==> src/rtl/sfd_pkg.sv <==
// ----------------------------------------------------------------------------
// sfd_pkg
// Shared types and constants for the SLIP frame decoder: line codes, result
// status codes, the result word and the output buffer geometry.
// ----------------------------------------------------------------------------
package sfd_pkg;

	// SLIP line codes: frame end, escape, escaped end, escaped escape
	localparam logic [7:0] CODE_FEND  = 8'hC0;
	localparam logic [7:0] CODE_FESC  = 8'hDB;
	localparam logic [7:0] CODE_TFEND = 8'hDC;
	localparam logic [7:0] CODE_TFESC = 8'hDD;

	// Default frame store depth and limit register reset value
	localparam int          BUF_DEPTH_DEF   = 256;
	localparam logic [8:0]  FRAME_LIMIT_RST = 9'd256;

	// Output buffer: three words keep a full-rate stream going with a
	// registered stall toward the sender
	localparam int OBUF_DEPTH = 3;
	localparam int OBUF_AW    = $clog2(OBUF_DEPTH);

	typedef enum logic [1:0] {
		ST_WAIT     = 2'd0,
		ST_READY    = 2'd1,
		ST_PROT_ERR = 2'd2,
		ST_TOO_LONG = 2'd3
	} status_t;

	typedef struct packed {
		status_t    status;
		logic [7:0] msg_length;
		logic [7:0] read_data;
	} result_t;

endpackage

==> src/rtl/sfd_out_buf.sv <==
// ----------------------------------------------------------------------------
// sfd_out_buf
// Small output queue for result words. Reports its fill level so the
// decoder can throttle its input from registered state only.
// ----------------------------------------------------------------------------
module sfd_out_buf (
	input  logic                        clk,
	input  logic                        arst_n,
	input  logic                        push,
	input  sfd_pkg::result_t            push_data,
	input  logic                        out_stall,
	output logic                        out_valid,
	output sfd_pkg::result_t            out_data,
	output logic [sfd_pkg::OBUF_AW-1:0] level
);

	localparam int AW = sfd_pkg::OBUF_AW;
	localparam logic [AW-1:0] LAST = AW'(sfd_pkg::OBUF_DEPTH - 1);

	sfd_pkg::result_t entry_q [sfd_pkg::OBUF_DEPTH];
	logic [AW-1:0] wr_ptr_q;
	logic [AW-1:0] rd_ptr_q;
	logic [AW-1:0] count_q;
	logic          pop;

	assign out_valid = (count_q != '0);
	assign out_data  = entry_q[rd_ptr_q];
	assign pop       = out_valid && !out_stall;
	assign level     = count_q;

	// advance pointers and fill count
	always_ff @(posedge clk or negedge arst_n) begin
		if (!arst_n) begin
			wr_ptr_q <= '0;
			rd_ptr_q <= '0;
			count_q  <= '0;
		end else begin
			if (push) begin
				wr_ptr_q <= (wr_ptr_q == LAST) ? '0 : wr_ptr_q + 1'b1;
			end
			if (pop) begin
				rd_ptr_q <= (rd_ptr_q == LAST) ? '0 : rd_ptr_q + 1'b1;
			end
			if (push && !pop) begin
				count_q <= count_q + 1'b1;
			end else if (pop && !push) begin
				count_q <= count_q - 1'b1;
			end
		end
	end

	// store pushed word
	always_ff @(posedge clk) begin
		if (push) begin
			entry_q[wr_ptr_q] <= push_data;
		end
	end

endmodule

==> src/rtl/slip_frame_decoder.sv <==
// ----------------------------------------------------------------------------
// slip_frame_decoder
// SLIP receive decoder. Fed bytes are unescaped into a frame store memory;
// an unescaped END reports the frame length, bad escapes and overlong
// frames are flagged. A read word returns one stored byte.
// ----------------------------------------------------------------------------
//
//  channel | handshake            | payload
//  --------+----------------------+--------------------------------------
//  in      | in_valid / in_stall  | action, rx_byte, read_index
//  out     | out_valid / out_stall| status, msg_length, read_data
//  cfg     | cfg_valid / cfg_ready| frame_limit
//
//  One input word per cycle while in_stall is low; each result passes through
//  stage 1 (where the frame store is read) and then the output queue.
//  Decode flags and byte count update in the accept cycle, so the next
//  word sees them at once; the store read and write share that same edge.
//  Reset clears flags, count and queue and sets the limit to 256; the store is not cleared.
//  in_stall rises once the three-word output queue plus the word in flight
//  fill it; it comes from registers only.
//
module slip_frame_decoder #(
	parameter int BUF_DEPTH = sfd_pkg::BUF_DEPTH_DEF
) (
	input  logic       clk,
	input  logic       arst_n,
	// input words
	input  logic       in_valid,
	output logic       in_stall,
	input  logic       action,
	input  logic [7:0] rx_byte,
	input  logic [7:0] read_index,
	// result words
	output logic       out_valid,
	input  logic       out_stall,
	output logic [1:0] status,
	output logic [7:0] msg_length,
	output logic [7:0] read_data,
	// limit register write
	input  logic       cfg_valid,
	output logic       cfg_ready,
	input  logic [8:0] frame_limit
);

	localparam int CW = $clog2(BUF_DEPTH);
	localparam int EW = (CW + 1 > 9) ? CW + 1 : 9;
	localparam logic [EW-1:0] DEPTH_E = EW'(BUF_DEPTH);

	// control state
	logic [8:0]    frame_limit_q;
	logic [CW-1:0] count_q;
	logic          esc_q;
	logic          ready_q;

	// stage 1
	logic             valid_s1;
	sfd_pkg::status_t status_s1;
	logic [7:0]       len_s1;
	logic             rd_sel_s1;
	logic [7:0]       rd_data_s1;

	// frame store
	logic [7:0] frame_mem [BUF_DEPTH];

	logic                        accept;
	logic                        feed;
	logic [CW-1:0]               base_cnt;
	logic [CW:0]                 next_cnt;
	logic [EW-1:0]               lim_ext;
	logic [EW-1:0]               eff_limit;
	logic                        inc;
	logic                        wr_en;
	logic [7:0]                  wr_data;
	logic                        esc_d;
	logic                        ready_d;
	logic [CW-1:0]               count_d;
	sfd_pkg::status_t            status_d;
	logic [7:0]                  len_d;
	logic                        rd_in_range;
	logic [CW-1:0]               rd_addr;
	sfd_pkg::result_t            res_s1;
	sfd_pkg::result_t            res_out;
	logic [sfd_pkg::OBUF_AW-1:0] obuf_level;
	logic [sfd_pkg::OBUF_AW:0]   occupancy;

	assign cfg_ready = 1'b1;
	assign accept    = in_valid && !in_stall;
	assign feed      = accept && !action;

	// hold the limit register
	always_ff @(posedge clk or negedge arst_n) begin
		if (!arst_n) begin
			frame_limit_q <= sfd_pkg::FRAME_LIMIT_RST;
		end else if (cfg_valid && cfg_ready) begin
			frame_limit_q <= frame_limit;
		end
	end

	// clamp the limit to the store depth; a zero limit also selects the depth
	always_comb begin
		lim_ext   = EW'(frame_limit_q);
		eff_limit = (frame_limit_q == '0 || lim_ext > DEPTH_E) ? DEPTH_E : lim_ext;
	end

	// decode one fed byte
	always_comb begin
		base_cnt = ready_q ? '0 : count_q;
		inc      = 1'b0;
		wr_en    = 1'b0;
		wr_data  = rx_byte;
		esc_d    = 1'b0;
		ready_d  = 1'b0;
		status_d = sfd_pkg::ST_WAIT;
		if (esc_q) begin
			if (rx_byte == sfd_pkg::CODE_TFESC) begin
				wr_en   = 1'b1;
				wr_data = sfd_pkg::CODE_FESC;
				inc     = 1'b1;
			end else if (rx_byte == sfd_pkg::CODE_TFEND) begin
				wr_en   = 1'b1;
				wr_data = sfd_pkg::CODE_FEND;
				inc     = 1'b1;
			end else begin
				status_d = sfd_pkg::ST_PROT_ERR;
			end
		end else if (rx_byte == sfd_pkg::CODE_FEND) begin
			ready_d  = 1'b1;
			status_d = sfd_pkg::ST_READY;
		end else if (rx_byte == sfd_pkg::CODE_FESC) begin
			esc_d = 1'b1;
		end else begin
			wr_en = 1'b1;
			inc   = 1'b1;
		end
		next_cnt = {1'b0, base_cnt} + (CW + 1)'(inc);
		if (EW'(next_cnt) >= eff_limit) begin
			count_d  = '0;
			status_d = sfd_pkg::ST_TOO_LONG;
		end else begin
			count_d = next_cnt[CW-1:0];
		end
		len_d = ready_d ? 8'(count_d) : 8'd0;
	end

	// update decode state on fed bytes
	always_ff @(posedge clk or negedge arst_n) begin
		if (!arst_n) begin
			count_q <= '0;
			esc_q   <= 1'b0;
			ready_q <= 1'b0;
		end else if (feed) begin
			count_q <= count_d;
			esc_q   <= esc_d;
			ready_q <= ready_d;
		end
	end

	assign rd_in_range = (32'(read_index) < BUF_DEPTH);
	assign rd_addr     = CW'(read_index);

	// frame store: write at the count, read at the index
	always_ff @(posedge clk) begin
		if (feed && wr_en) begin
			frame_mem[base_cnt] <= wr_data;
		end
		if (accept && action) begin
			rd_data_s1 <= frame_mem[rd_addr];
		end
	end

	// advance stage 1
	always_ff @(posedge clk or negedge arst_n) begin
		if (!arst_n) begin
			valid_s1 <= 1'b0;
		end else begin
			valid_s1 <= accept;
		end
	end

	always_ff @(posedge clk) begin
		if (accept) begin
			if (action) begin
				status_s1 <= sfd_pkg::ST_WAIT;
				len_s1    <= ready_q ? 8'(count_q) : 8'd0;
				rd_sel_s1 <= rd_in_range;
			end else begin
				status_s1 <= status_d;
				len_s1    <= len_d;
				rd_sel_s1 <= 1'b0;
			end
		end
	end

	// build the result word
	always_comb begin
		res_s1.status     = status_s1;
		res_s1.msg_length = len_s1;
		res_s1.read_data  = rd_sel_s1 ? rd_data_s1 : 8'd0;
	end

	sfd_out_buf u_out_buf (
		.clk       (clk),
		.arst_n    (arst_n),
		.push      (valid_s1),
		.push_data (res_s1),
		.out_stall (out_stall),
		.out_valid (out_valid),
		.out_data  (res_out),
		.level     (obuf_level)
	);

	// stall input when queue plus the word in flight could overflow
	assign occupancy = {1'b0, obuf_level} + (sfd_pkg::OBUF_AW + 1)'(valid_s1);
	assign in_stall  = (occupancy >= (sfd_pkg::OBUF_AW + 1)'(sfd_pkg::OBUF_DEPTH));

	assign status     = res_out.status;
	assign msg_length = res_out.msg_length;
	assign read_data  = res_out.read_data;

endmodule

==> config.mk <==
export PLATFORM = sky130hd
export DESIGN_NAME = slip_frame_decoder
export DESIGN_NICKNAME = d
export VERILOG_FILES = /design/src/rtl/sfd_pkg.sv /design/src/rtl/sfd_out_buf.sv /design/src/rtl/slip_frame_decoder.sv
export SDC_FILE = /design/constraint.sdc
export NUM_CORES = 2
export LEC_CHECK = 0
export ABC_AREA = 1
export BUFFER_PORTS_ARGS = -buffer_cell sky130_fd_sc_hd__buf_2
export CAP_MARGIN = 20
export CORE_MARGIN = 2
export CORE_UTILIZATION = 45
export CTS_CLUSTER_SIZE = 12
export DETAILED_ROUTE_END_ITERATION = 8
export PLACE_DENSITY = 0.67
export SYNTH_ARGS = -nofsm -noshare
export SYNTH_HDL_FRONTEND = slang
export SYNTH_SLANG_ARGS = --single-unit
==> constraint.sdc <==
create_clock -name clk -period 8.13 [get_ports clk]
set_input_delay 0 -clock clk [delete_from_list [all_inputs] [get_ports clk]]
set_output_delay 0 -clock clk [all_outputs]
set_load 0.02 [all_outputs]
## Word level (Yosys, flattened, before mapping)

Memories as Yosys holds them, arrays and structs flattened. A register that Yosys moved wholly into a read port is not among the register bits.
Cells that the tools add are included.

| storage, ports and cells | value |
|---|---|
| logic and storage cells | 78 |
| output and inout port bits | 21 |
| flip-flop bits (word level) | 37 |
| memories | 2 |
| RAM bits | 2,102 |
| input port bits | 31 |

| cells by class | value |
|---|---|
| order comparisons | 3 |
| add/subtract/negate cells | 6 |
| equal/unequal tests | 6 |
| reductions and logical operators | 16 |
| muxes and demuxes | 34 |

Memory list:

| name | depth | bits a word | rd ports | clocked after Yosys merged registers in | write ports | line | RTL |
|---|---|---|---|---|---|---|---|
| frame_mem | 256 | 8 | 1 | 1 | 1 | slip_frame_decoder.sv:63 | `logic [7:0] frame_mem [BUF_DEPTH];` |
| u_out_buf.entry_q | 3 | 18 | 1 | 0 | 1 | sfd_out_buf.sv:20 | `sfd_pkg::result_t entry_q [sfd_pkg::OBUF_DEPTH];` |

Operators with widths:

| kind | count |
|---|---|
| $mux W8 | 9 |
| $eq A8 B8 Y1 const B | 4 |
| $mux W1 | 16 |
| $mux W2 | 8 |
| $add A8 B1 Y9 | 1 |
| $ge A9 B9 Y1 | 1 |
| $gt A9 B9 Y1 const B | 1 |
| $logic_not A9 Y1 | 1 |
| $mux W9 | 1 |
| $logic_and A1 B1 Y1 | 7 |
| $add A2 B1 Y2 const B | 3 |
| $logic_not A1 Y1 | 5 |
| $eq A2 B2 Y1 const B | 2 |
| $reduce_bool A2 Y1 | 2 |
| $add A2 B1 Y3 | 1 |
| $ge A3 B2 Y1 const B | 1 |
| $sub A2 B1 Y2 const B | 1 |
| $logic_or A1 B1 Y1 | 1 |

## Depth between registers and ports, before layout

| logic depth | value |
|---|---|
| depth after elaboration | 9 |
| depth in mapped cells | 23 |
| gate-level depth less buffers | 21 |

## By module

Synthesis repeated with hierarchy kept, for this count alone.

| second synthesis, totals | value |
|---|---|
| cell total of the unflattened synthesis | 7,377 |
| area, all modules | 87,502.7 sq um |

By module, submodules not included:

| module | area an instance (sq um) | instances | cells each | seq. area each (sq um) |
|---|---|---|---|---|
| slip_frame_decoder | 85,224.2 | 1 | 7,207 | 62,571.3 |
| sfd_out_buf | 2,278.4 | 1 | 170 | 1,771.7 |

## Least setup slack after synthesis

OpenSTA, ideal clock, no wires.

| timing path | value |
|---|---|
| kind | input to register |
| start | input rx_byte[0] |
| end | memory frame_mem[0][0] (data pin) |
| path buffers | 1 |
| data required time | 7.118 ns |
| stages on the path | 1 |
| setup time | 1.012 ns |
| slack | 3.292 ns |
| arrival | 3.826 ns |
| cell sequence | clkbuf_1 |

| between the ends | value |
|---|---|
| word-level cells in the longest chain between the ends | 4 |
| elaborated cells on any way between the ends | 5 |
| classes of those cells | eq/ne (2); mux (3) |

RTL lines:

| element | line | RTL |
|---|---|---|
| from (decl) | slip_frame_decoder.sv:31 | `input logic [7:0] rx_byte,` |
| $eq A8 B8 Y1 | slip_frame_decoder.sv:119 | `end else if (rx_byte == sfd_pkg::CODE_TFEND) begin` |
| $mux W8 | slip_frame_decoder.sv:119 |  |
| $mux W8 | slip_frame_decoder.sv:115 | `if (rx_byte == sfd_pkg::CODE_TFESC) begin` |
| $mux W8 * | slip_frame_decoder.sv:114 | `if (esc_q) begin` |
| to (decl) | slip_frame_decoder.sv:63 |  |

Every way passes the cells marked *; elsewhere a longest branch is shown, timed or not.

## Worst setup path after layout

| timing path | value |
|---|---|
| start | input rx_byte[6] |
| end | register len_s1[7] (data pin) |

| between the ends | value |
|---|---|
| word-level cells in the longest chain between the ends | 9 |
| elaborated cells on any way between the ends | 16 |
| classes of those cells | add/sub (1); order compare (1); eq/ne (4); mux (10) |

RTL lines:

| element | line | RTL |
|---|---|---|
| $eq A8 B8 Y1 (on tied branches) | slip_frame_decoder.sv:129, slip_frame_decoder.sv:119 |  |
| $mux W1 (on tied branches) | slip_frame_decoder.sv:129, slip_frame_decoder.sv:119 |  |
| $mux W1 (on tied branches) | slip_frame_decoder.sv:126, slip_frame_decoder.sv:115 |  |
| $mux W1 | slip_frame_decoder.sv:114 |  |
| $add A8 B1 Y9 | slip_frame_decoder.sv:135 | `next_cnt = {1'b0, base_cnt} + (CW + 1)'(inc);` |
| $ge A9 B9 Y1 | slip_frame_decoder.sv:136 | `if (EW'(next_cnt) >= eff_limit) begin` |
| $mux W8 | slip_frame_decoder.sv:136 |  |
| $mux W8 * | slip_frame_decoder.sv:142 | `len_d = ready_d ? 8'(count_d) : 8'd0;` |
| $mux W8 * | slip_frame_decoder.sv:182 | `if (action) begin` |
| to (signal assigned) | slip_frame_decoder.sv:184 | `len_s1 <= ready_q ? 8'(count_q) : 8'd0;` |
| to (signal assigned) | slip_frame_decoder.sv:188 | `len_s1 <= len_d;` |
| to (decl) | slip_frame_decoder.sv:58 | `logic [7:0] len_s1;` |

Marks and branches as above.
A chain may end at the register's enable or synchronous reset.

==> results.cfg <==
[run_status]
status = finished with violations
violations = slew limit

[cts]
cts_buffer_depth = 3
clock_latency_ns = 0.85
cts_setup_buffers = 0
ctsResizeCount = 0
cts_tree = done
clock_sinks = 2147
clockRootBuffer = clkbuf_16
clkTransAtPathRegs_ns = 0.06
ctsHtreeMaxLevel = 4
numCtsBuffers = 209

[timing]
setup_tns_ns = 0
slew_headroom_pct = -1.07
rsz0062_at_grt = false
layout_worst_path_cycle_share_pct = 69.3
setup_viol = 0
clock_skew_ns = 0.0335
max_freq_mhz = 177
hold_viol = 0
finalMaxSlewViolations = 34
tightest_slew_ns = 1.52
fin_crit_ns = 5.64

[detailed_routing]
final_antenna_net_count = 0
drt_wl_total_mm = 228
firstDrtPassIters = 8
via_per_inst = 5.75
drt_iter0_markers = 7952
routed-via-count = 56862
drc = 0
wl_per_cell_um = 23.1

[cells_and_area]
area_growth_pct = 9.61
nets = 7294
drive_gt1_share_pct = 5.50
fillers = 16392
final_common_cell = nand2_1
fin_cells = 9886
multi_input_area_um2 = 20600
regArea_um2 = 64300
final_area_um2 = 95800
mostFrequentLayoutCells = nand2_1 (2,216), edfxtp_1 (2,121), nand3_1 (2,045)

[setup_path]
start_kind = primary input
crit_fanout = 138
endpoint_kind = flop
worstSetupPathType = in2reg
rr_worst_depth = 12
cp.arrival_ns = 6.31
worst_ep_required_time_ns = 8.80

[hold_path]
hold_class = in2reg
holdPathStages = 3

[global_routing]
antenna_found_initial = 8
track_usage_pct = 22.8
grt_max_degree = 240
grt_pass1_wl_mm = 342
grt-ovfl-total = 0
grt_pass1_vias = 54185

[floorplanning]
start_util_pct = 45.3
rows = 161
ios = 52
die-area_um2 = 198000
die_h_um = 445
core-area_um2 = 193000
die_w_um = 445

[yosys]
synth_top_family_by_area = simple AND/OR/NAND/NOR gates
syn_inst = 7357
synth-simple-area-share_pct = 22.9
synth-compound-area-share_pct = 0.233
ys.flop_type = edfxtp_1
syn_area_um2 = 87400
syn_nets = 7404
yosys_warnings = 0
synth_edf_count = 2121
synth.area.mux_share_pct = 0.103
synth_area_per_cell_um2 = 11.9
yosysSeqAreaShare_pct = 73.6
ys_async_sr_fraction_pct = 1.21
synthXorXnorAreaFrac_pct = 0.0801
synth_cell_types = 38
ys_ff_latch = 2147
synthAdderAreaFrac_pct = 0.229

[placement]
dp_hpwl_mm = 122
portBuffers = 50
gp_congestion = 0.873
place_inst = 9503
dpl-instance-area_um2 = 89300

[pwr]
ir_drop_v = 0.000243
power_uw = 23200
powerDensity_nw_per_um2 = 242
total_leakage_power_uw = 0.0329

[flow_run]
drv_cap = 0
cell usage after synthesis, types with 2 or more instances:
cell      number  area share [%]
a21oi_1        8           0.046
buf_1         54            0.23
buf_2        298             1.7
buf_4          7           0.060
clkbuf_1     137            0.59
dfrtp_1       25            0.72
edfxtp_1    2121              73
ha_1          16            0.23
inv_1         48            0.21
inv_2          9           0.039
mux2_2         8            0.10
nand2_1     2217             9.5
nand3_1     2045              12
nand4_1        9           0.064
nand4_4        9            0.22
nor2_1       284             1.2
nor2_2         5           0.036
nor3_1         4           0.023
nor3_2         2           0.023
nor4_1         3           0.021
o21a_1         2           0.017
o21ai_0       16           0.092
o21ai_1        2           0.011
o22ai_1        7           0.050
or2_2          2           0.014
xor2_1         7           0.070
stage by stage:
step / worst slack, ns / hold WS (ns) / utilization, %
finish: 2.49 / 0.0644 / 49.7
global route: 2.09 / 0.0870 / 49.7
CTS: 2.63 / 0.00876 / 49.7
detailed placement: 2.79 / 0.0555 / 46.3
global placement: 2.90 / 0.0480 / 46.3
floorplan: 3.29 / -0.296 / -
kinds of logic (layout without fill, tap and decap cells):
family / Yosys count / count (layout)
other cells: 1 / 2
xor+xnor: 8 / 8
mux: 8 / 8
fa+ha+maj: 16 / 16
compound gates: 37 / 37
buf+inv: 556 / 558
flops: 2147 / 2147
simple gates: 4584 / 4584
final timing paths:
kind | from | to | slack (ns)
max | rx_byte[6] | len_s1[7]$_DFFE_PP_ | 2.49
min | cfg_valid | frame_limit_q[8]$_DFFE_PN1P_ | 0.06
max reg2reg | ready_q$_DFFE_PN0P_ | len_s1[7]$_DFFE_PP_ | 3.44
min reg2reg | status_s1[1]$_SDFFCE_PP0P_ | u_out_buf.entry_q[1][17]$_DFFE_PP_ | 0.49
max in group asynchronous | arst_n | count_q[4]$_DFFE_PN0P_ | 7.71
min in group asynchronous | arst_n | u_out_buf.level[1]$_DFFE_PN0P_ | 0.24
timing repair:
| action | CTS | global route |
|---|---|---|
| endpoints found under the setup margin | 0 | 0 |
| endpoints found under the hold margin | 588 | 0 |
| hold buffers | 57 | 0 |
report_power, final:
group | internal (uW) | total (uW) | switching, uW
clock | 4740 | 8700 | 3960
sequential | 12400 | 12500 | 94.8
combinational | 487 | 2010 | 1520
final cells by class:
cell class / instances / area share (%)
tap: 2526 / 3.30
multi-input combinational: 4654 / 21.5
clock buffer: 268 / 5.75
clock inverter: 55 / 0.372
sequential: 2147 / 67.1
antenna: 1 / 0.00261
timing repair buffer: 177 / 1.67
inverter: 58 / 0.269
worst max-delay path, cell delays in order:
cell	delay, ns
dlygate4sd3_1	0.56
buf_8	0.74
nand2_1	0.23
inv_2	0.10
nand3_2	0.07
inv_2	0.06
nand4_1	0.09
dlygate4sd3_1	0.60
nand3_1	0.09
o21a_1	0.87
ha_1	0.30
inv_1	0.07
nor3_2	0.22
nand3_1	0.15
nor3_1	0.22
xor2_1	0.23
ha_1	0.28
nand2_1	0.10
nor2_1	0.06
nand2_1	0.06
o211ai_1	0.09
a21oi_1	0.70
nand2_1	0.19
o22ai_1	0.20
flip-flops by register name (all words and copies together) (netlist names):
signal	flops
frame_mem	2048
u_out_buf.rd_ptr_q	2
u_out_buf.entry_q	54
valid_s1	1
count_q	8
status_s1	2
len_s1	8
rd_sel_s1	1
rd_data_s1	8
esc_q	1
frame_limit_q	9
u_out_buf.level	2
u_out_buf.wr_ptr_q	2
ready_q	1
per-layer routing:
metal  track usage (%)  share of wire (%)  vias to the layer above
met4              7.50                3.2                        2
met5                 0             0.0057                        -
met1              31.8                 41                    27816
met2              36.0                 46                     2792
li1                  -                  -                    25845
met3              4.39                9.6                      407
Note: power is estimated with default switching activity, not from simulation.
